## src/hw/rtl/m3ca_pkg.sv

```systemverilog
package m3ca_pkg;

   localparam int ROW_STRIDE  = 4;
   localparam int RES_W       = 2;
   localparam int ROW_W       = ROW_STRIDE * RES_W;
   localparam int ENTRY_W     = 16;
   localparam int ACTION_W    = 2;
   localparam int SLOT_W      = 8;
   localparam int ROWIDX_W    = 2;
   localparam int LABEL_W     = 6;
   localparam int REP_J_W     = 6;
   localparam int WIT_OUT_W   = 8;
   localparam int TOTAL_W     = 9;
   localparam int REP_COUNT_W = 7;
   localparam int WIT_COUNT_W = 9;
   localparam int CSR_IDX_W   = 8;
   localparam int CSR_DATA_W  = 16;

   localparam logic [ACTION_W-1:0] ACT_LOAD_REP = 2'd0;
   localparam logic [ACTION_W-1:0] ACT_LOAD_WIT = 2'd1;
   localparam logic [ACTION_W-1:0] ACT_QUERY    = 2'd2;

   localparam logic [CSR_IDX_W-1:0] CSR_REP_COUNT = 8'd0;
   localparam logic [CSR_IDX_W-1:0] CSR_WIT_COUNT = 8'd1;

   typedef logic [RES_W-1:0] res_type;
   typedef res_type [ROW_STRIDE-1:0] row_type;
   typedef row_type [ROW_STRIDE-1:0] mat_type;

   typedef struct packed {
      logic                                rep_we;
      logic                                wit_we;
      logic [ROWIDX_W-1:0]                 row;
      logic [SLOT_W-1:0]                   slot;
      logic [LABEL_W-1:0]                  label;
      logic [ROW_STRIDE-1:0][ENTRY_W-1:0]  entries;
   } load_type;

   typedef struct packed {
      logic valid;
      logic hit;
   } match_type;

   // true residue mod 3 of a signed 16-bit value, base-4 digit sum
   function automatic res_type residue3(input logic [ENTRY_W-1:0] v);
      logic [5:0] s;
      s = 6'd0;
      for (int d = 0; d < ENTRY_W / 2; d++) begin
         s = s + 6'(v[2*d +: 2]);
      end
      if (v[ENTRY_W-1]) begin
         s = s + 6'd2;
      end
      if (s >= 6'd24) s = s - 6'd24;
      if (s >= 6'd12) s = s - 6'd12;
      if (s >= 6'd6)  s = s - 6'd6;
      if (s >= 6'd3)  s = s - 6'd3;
      return res_type'(s);
   endfunction

   // mod 3 of a dot product sum, at most 16
   function automatic res_type mod3_small(input logic [4:0] v);
      logic [4:0] s;
      s = v;
      if (s >= 5'd12) s = s - 5'd12;
      if (s >= 5'd6)  s = s - 5'd6;
      if (s >= 5'd3)  s = s - 5'd3;
      return res_type'(s);
   endfunction

endpackage

```

## src/hw/rtl/m3ca_match.sv

```systemverilog
module m3ca_match #(
   parameter int MATRIX_DIM = 4,
   parameter int KW         = 8
) (
   input  logic                         clock,
   input  logic                         reset,
   input  logic                         in_valid,
   input  logic [KW-1:0]                in_k,
   input  m3ca_pkg::mat_type            ri,
   input  m3ca_pkg::mat_type            rj,
   input  m3ca_pkg::mat_type            wit,
   input  logic [m3ca_pkg::LABEL_W-1:0] wit_label,
   input  logic [m3ca_pkg::LABEL_W-1:0] query_label,
   output m3ca_pkg::match_type          result,
   output logic [KW-1:0]                result_k
);

   import m3ca_pkg::*;

   logic          prod_ok;
   logic          valid_ff;
   logic          hit_ff;
   logic [KW-1:0] k_ff;

   // rj * wit == ri over the active dimension, mod 3
   always_comb begin
      logic [4:0] s;
      prod_ok = 1'b1;
      s = 5'd0;
      for (int r = 0; r < ROW_STRIDE; r++) begin
         for (int c = 0; c < ROW_STRIDE; c++) begin
            if (r < MATRIX_DIM && c < MATRIX_DIM) begin
               s = 5'd0;
               for (int k = 0; k < ROW_STRIDE; k++) begin
                  if (k < MATRIX_DIM) begin
                     s = s + 5'(rj[r][k]) * 5'(wit[k][c]);
                  end
               end
               if (mod3_small(s) != ri[r][c]) begin
                  prod_ok = 1'b0;
               end
            end
         end
      end
   end

   always_ff @(posedge clock) begin
      if (reset) begin
         valid_ff <= 1'b0;
      end else begin
         valid_ff <= in_valid;
      end
   end

   always_ff @(posedge clock) begin
      hit_ff <= prod_ok && (wit_label == query_label);
      k_ff   <= in_k;
   end

   assign result.valid = valid_ff;
   assign result.hit   = hit_ff;
   assign result_k     = k_ff;

endmodule

```

## config.mk

```make
export PLATFORM = sky130hd
export DESIGN_NAME = m3ca_match
export DESIGN_NICKNAME = d
export VERILOG_FILES = /design/src/hw/rtl/m3ca_pkg.sv /design/src/hw/rtl/m3ca_match.sv
export SDC_FILE = /design/constraint.sdc
export NUM_CORES = 1
export LEC_CHECK = 0
export BUFFER_PORTS_ARGS = -buffer_cell sky130_fd_sc_hd__buf_4
export CAP_MARGIN = 15
export CELL_PAD_IN_SITES_DETAIL_PLACEMENT = 0
export CELL_PAD_IN_SITES_GLOBAL_PLACEMENT = 1
export CORE_ASPECT_RATIO = 0.6
export CORE_UTILIZATION = 40
export CTS_CLUSTER_DIAMETER = 40
export CTS_CLUSTER_SIZE = 28
export DETAILED_ROUTE_END_ITERATION = 10
export GPL_TIMING_DRIVEN = 0
export PLACE_DENSITY_LB_ADDON = 0.1
export SLEW_MARGIN = 20
export SYNTH_ARGS = -nofsm -noshare
export SYNTH_HDL_FRONTEND = slang
export SYNTH_SLANG_ARGS = --single-unit
```

## constraint.sdc

```tcl
create_clock -name clock -period 16.9 [get_ports clock]
set_clock_uncertainty 0.1 [all_clocks]
set_input_delay 0 -clock clock [delete_from_list [all_inputs] [get_ports clock]]
set_output_delay 0 -clock clock [all_outputs]
set_load 0.02 [all_outputs]
```

---- Word-level counts from Yosys, hierarchy flattened ----
Index checks and enable logic that the tools add are counted.
cells by class
  multipliers ............................. 64
  multiplexer cells ....................... 64
  reductions and logical operators ........ 1
  eq/ne operators ......................... 17
  $lt $le $gt $ge ......................... 48
  add/subtract/negate cells ............... 96
operators by type and width
  kind                                                  number
  multiplier 2 x 2 -> 4 bit                             64
  adder 5 x 4 -> 5 bit                                  32
  2-to-1 mux 5 bit                                      32
  adder 4 x 4 -> 5 bit                                  16
  >= comparator 5 x 2 -> 1 bit (second input constant)  16
  >= comparator 5 x 3 -> 1 bit (second input constant)  16
  >= comparator 5 x 4 -> 1 bit (second input constant)  16
  subtractor 5 x 3 -> 5 bit (second input constant)     16
  subtractor 5 x 4 -> 5 bit (second input constant)     16
  2-to-1 mux 2 bit                                      16
  != test 2 bit                                         16
  subtractor 2 bit (second input constant)              16
  2-to-1 mux 1 bit                                      16
  equality test 6 bit                                   1
  logical AND 1 bit                                     1
storage, ports and cells
  register bits after elaboration ......... 10
  logic and storage cells ................. 293
  output and inout bits ................... 10
  input bits .............................. 119

---- Depth between registers and ports, before layout ----
  depth after elaboration ................. 28
  gate-level depth with buffers ........... 30
  mapped depth without buffers ............ 29

---- Worst setup path after synthesis ----
No wires, ideal clock.
  path kind ............................... input to register
  start ................................... input rj[2] (netlist bit)
  end ..................................... register hit_ff
  arrival time ............................ 6.706 ns
  path buffers ............................ 0
  library setup time ...................... 0.088 ns
  stages .................................. 27
  setup slack ............................. 10.006 ns
  required time ........................... 16.712 ns
  cell sequence ........................... nand2_1 -> fa_1 -> fa_1 -> inv_1 -> fa_1 -> fa_1 -> ha_1 -> fa_1 -> ha_1 -> nor3b_1 -> nor2_1 -> mux2i_1 -> ha_1 -> nor2_1 -> a32o_1 -> or3_1 -> ha_1 -> a21o_1 -> a41oi_1 -> nand3_1 -> a2111oi_2 -> a21oi_1 -> a211oi_2 -> o211ai_1 -> a2111oi_2 -> nand4_1 -> nor4_2
on the way
  longest elaborated chain between the ends .. 28
  elaborated cells on any way between the ends .. 73
  classes of those cells .................. add/sub (24); mul (4); order compare (12); eq/ne (4); mux (28); reduce/logical (1)
RTL lines
  element                                                                           RTL line          text
  start: declaration                                                                m3ca_match.sv:10  input m3ca_pkg::mat_type rj,
  multiplier 2 x 2 -> 4 bit                                                         m3ca_match.sv:36  s = s + 5'(rj[r][k]) * 5'(wit[k][c]);
  adder 4 x 4 -> 5 bit                                                              m3ca_match.sv:36
  adder 5 x 4 -> 5 bit (2 in series)                                                m3ca_match.sv:36
  subtractor 5 x 4 -> 5 bit / >= comparator 5 x 4 -> 1 bit (equally long branches)  m3ca_pkg.sv:65    if (s >= 5'd12) s = s - 5'd12;
  2-to-1 mux 5 bit                                                                  m3ca_pkg.sv:65
  subtractor 5 x 3 -> 5 bit / >= comparator 5 x 3 -> 1 bit (equally long branches)  m3ca_pkg.sv:66    if (s >= 5'd6) s = s - 5'd6;
  2-to-1 mux 5 bit                                                                  m3ca_pkg.sv:66
  >= comparator 5 x 2 -> 1 bit / subtractor 2 bit (equally long branches)           m3ca_pkg.sv:67    if (s >= 5'd3) s = s - 5'd3;
  2-to-1 mux 2 bit                                                                  m3ca_pkg.sv:67
  != test 2 bit                                                                     m3ca_match.sv:39  if (mod3_small(s) != ri[r][c]) begin
  2-to-1 mux 1 bit (3 in series)                                                    m3ca_match.sv:39
  2-to-1 mux 1 bit * (13 in series)                                                 m3ca_match.sv:39
  logical AND 1 bit *                                                               m3ca_match.sv:56  hit_ff <= prod_ok && (wit_label == query_label);
  end signal: assignment                                                            m3ca_match.sv:56
  end: declaration                                                                  m3ca_match.sv:22  logic hit_ff;
Mark *: on every way between the ends. The rest lies on a longest branch, timed or not.
A chain may end at the register's enable or synchronous reset.

---- Worst setup path in the final report ----
Same ends and word-level chain as after synthesis.

==> reports/qor.yml <==
grt:
  antenna_found_initial: 0
  grt_pass1_wl_um: 63700
  grt_pass1_vias: 11500
  overflow: 0
  grt_max_degree: 11
  grt_usage: 0.249
floorplan:
  io_pins: 129
  die_width_um: 234
  rows: 50
  core-area_mm2: 0.0315
  initial_utilization: 0.411
  die_h_um: 141
  fp.dieArea_mm2: 0.0331
timing:
  drv_slew: 0
  finalCritPeriodShare: 0.484
  final-setup-viol-count: 0
  tns_ns: 0
  final.min_clock_period_ns: 8.18
  rsz0062_at_grt: "no"
  finalHoldViolCount: 0
  fin_ws_ns: 8.72
  max_freq_mhz: 122
  holdWs_ns: 0.0738
  maxSlewHeadroom: 0.422
  worstMarginPinSlew_ns: 0.854
job:
  maxCapViolations: 0
setup_path:
  cp-end-kind: "flip-flop"
  crit_fanout: 8
  cpPeakStageDelay_ns: 0.66
  critPathBufInv: 2
  crit_type: "input pin to flip-flop"
  critPathTopFamily: "adder cells"
  crit_slowest_cell: "fa_1"
  required_ns: 16.91
  cp_common_cell: "fa_1"
  startpoint_type: "input pin"
  crit_arrival_ns: 8.19
synthesis:
  synth-seq-cells: 10
  yosys_warnings: 0
  synth_nets: 2014
  ys_async_sr_fraction: 0
  synth_edf_count: 0
  seq_area_frac_synth: 0.0155
  synth-main-ff-cell: "dfxtp_1"
  synth_cells: 1559
  synth_area_mm2: 0.0129
  synth.distinct_cells: 80
  syn_avg_cell_area_um2: 8.30
placed_design:
  pre_cts_ws_ns: 8.47
  dp_hpwl_um: 34200
  port_buffers: 128
  gp_congestion: 0.865
cts:
  root_buffer: "clkbuf_16"
  cts_tree: "done"
  cts_resized: 0
  clock-sinks: 10
  clock_path_buffers: 2
  cts_buffers: 3
  post_cts_buffers: 0
  cts_max_level: 1
  clk_pin_slew_worst_paths_ns: 0.04
final_layout:
  diodes: 0
  area_delta_synth_final_pct: 12.9
  nets: 2157
  layout-drive-gt1-share: 0.101
route:
  wl_per_cell_um: 19.1
  vias: 11600
  drt_pre_antenna_iters: 8
  ant_nets: 0
  wirelength_um: 40300
  vias_per_cell: 5.48
  drt_iter0_drc: 811
  drc: 5
min_path:
  hp-class: "input pin to flip-flop"
outcome:
  violations: "design-rule violations"
  status: "finished with violations"
pwr:
  ir_drop_mv: 0.0978
  power_leakage_nw: 7.35
  power_density_mw_per_mm2: 176
kinds of logic (layout without fill, tap and decap cells):
| logic type | after synthesis | after routing | share of synthesized area |
|---|---|---|---|
| compound gates | 258 | 258 | 0.141 |
| flops | 10 | 10 | 0.0155 |
| simple gates | 556 | 556 | 0.244 |
| xor+xnor | 73 | 73 | 0.0724 |
| buf+inv | 282 | 424 | 0.0828 |
| fa+ha+maj | 336 | 336 | 0.408 |
| mux | 44 | 44 | 0.0354 |
cell type report:
class / instances / area (µm²)
Tap cell: 416 / 520
Inverter: 259 / 972
Sequential cell: 10 / 200
Timing Repair Buffer: 138 / 1060
Fill cell: 3173 / 16900
Clock buffer: 4 / 88.8
Multi-Input combinational cell: 1267 / 11700
Buffer: 23 / 100
cell usage after synthesis, types with 6 or more instances:
cell	count	share of area
a211o_1	8	0.0054
a211oi_1	19	0.011
a21oi_1	43	0.017
a311oi_1	6	0.0041
a31oi_1	12	0.0058
and2_1	199	0.096
and3b_1	6	0.0041
clkbuf_1	18	0.0052
dfxtp_1	10	0.015
fa_1	144	0.22
ha_1	192	0.19
inv_1	259	0.075
mux2_2	14	0.012
mux2i_1	30	0.023
nand2_1	101	0.029
nand2b_1	28	0.014
nand3_1	21	0.0081
nand3b_1	13	0.0075
nand4_1	6	0.0029
nand4b_1	8	0.0054
nor2_1	58	0.017
nor2b_1	31	0.015
nor3_1	18	0.0070
nor3b_1	13	0.0075
nor4_1	8	0.0039
o211ai_1	13	0.0075
o21ai_0	56	0.022
o31ai_1	10	0.0058
or2_2	7	0.0034
or3_1	12	0.0058
xnor2_1	33	0.022
xnor3_1	14	0.024
xor2_1	19	0.013
xor3_1	7	0.013
what timing repair did:
action                     4_1_cts  5_1_grt
setup endpoints to repair        0        0
hold endpoints to repair         9        0
hold buffers                    10        0
placed cells by master, fill, tap and decap left out, types with 6 or more instances in the layout:
cell type / n
clkbuf_1: 18
nand4b_1: 8
or3_1: 12
dfxtp_1: 10
nor3b_1: 13
nand3b_1: 13
xor3_1: 7
nor2b_1: 31
and3b_1: 6
mux2_2: 14
xnor2_1: 33
nor4_1: 8
nand2_1: 101
o31ai_1: 10
a211oi_1: 19
inv_1: 259
a311oi_1: 6
dlygate4sd3_1: 10
xor2_1: 19
a31oi_1: 12
o211ai_1: 13
nor3_1: 18
and2_1: 199
o21ai_0: 56
ha_1: 192
nor2_1: 58
nand4_1: 6
mux2i_1: 30
xnor3_1: 14
nand3_1: 21
a211o_1: 8
fa_1: 144
a21oi_1: 43
nand2b_1: 28
or2_2: 7
buf_4: 131
per-layer routing:
layer  up-vias  track usage  share of wire
met5         -            0              0
met4         0       0.0287          0.012
met3        24       0.0500          0.081
met2       346        0.356           0.40
met1      5623        0.388           0.51
li1       5607            -              -
sequential cells by signal, indices dropped and copies added, names as in the netlist:
register	cells
hit_ff	1
valid_ff	1
result_k	8
path summary, 6_finish.rpt:
| kind | start | to | slack, ns | cells past startpoint |
|---|---|---|---|---|
| min | ri[11] | hit_ff | 0.07 | 4 |
| max | rj[2] | hit_ff | 8.72 | 28 |
per-stage QoR:
stage	util	std cells	power (mW)	cell area [µm²]
2_1_floorplan	-	1559	1.89	12900
3_3_place_gp	0.458	2103	2.46	14400
4_1_cts	0.464	2117	2.55	14600
6_report	0.464	2117	2.58	14600
3_5_place_dp	0.458	2103	2.48	14400
5_1_grt	0.464	2117	2.88	14600
power by group:
part	switching, mW	leakage [nW]	internal, mW
clock	0.0111	0.0442	0.0356
sequential	0.000321	0.0839	0.0249
combinational	1.47	7.22	1.03
tightest hold or removal path, cell delays in order:
cell and delay, ns:
buf_4 0.09, a2111oi_0 0.09, nand4_1 0.11, nor4_2 0.06
Note: power is estimated with default switching activity, not from simulation.
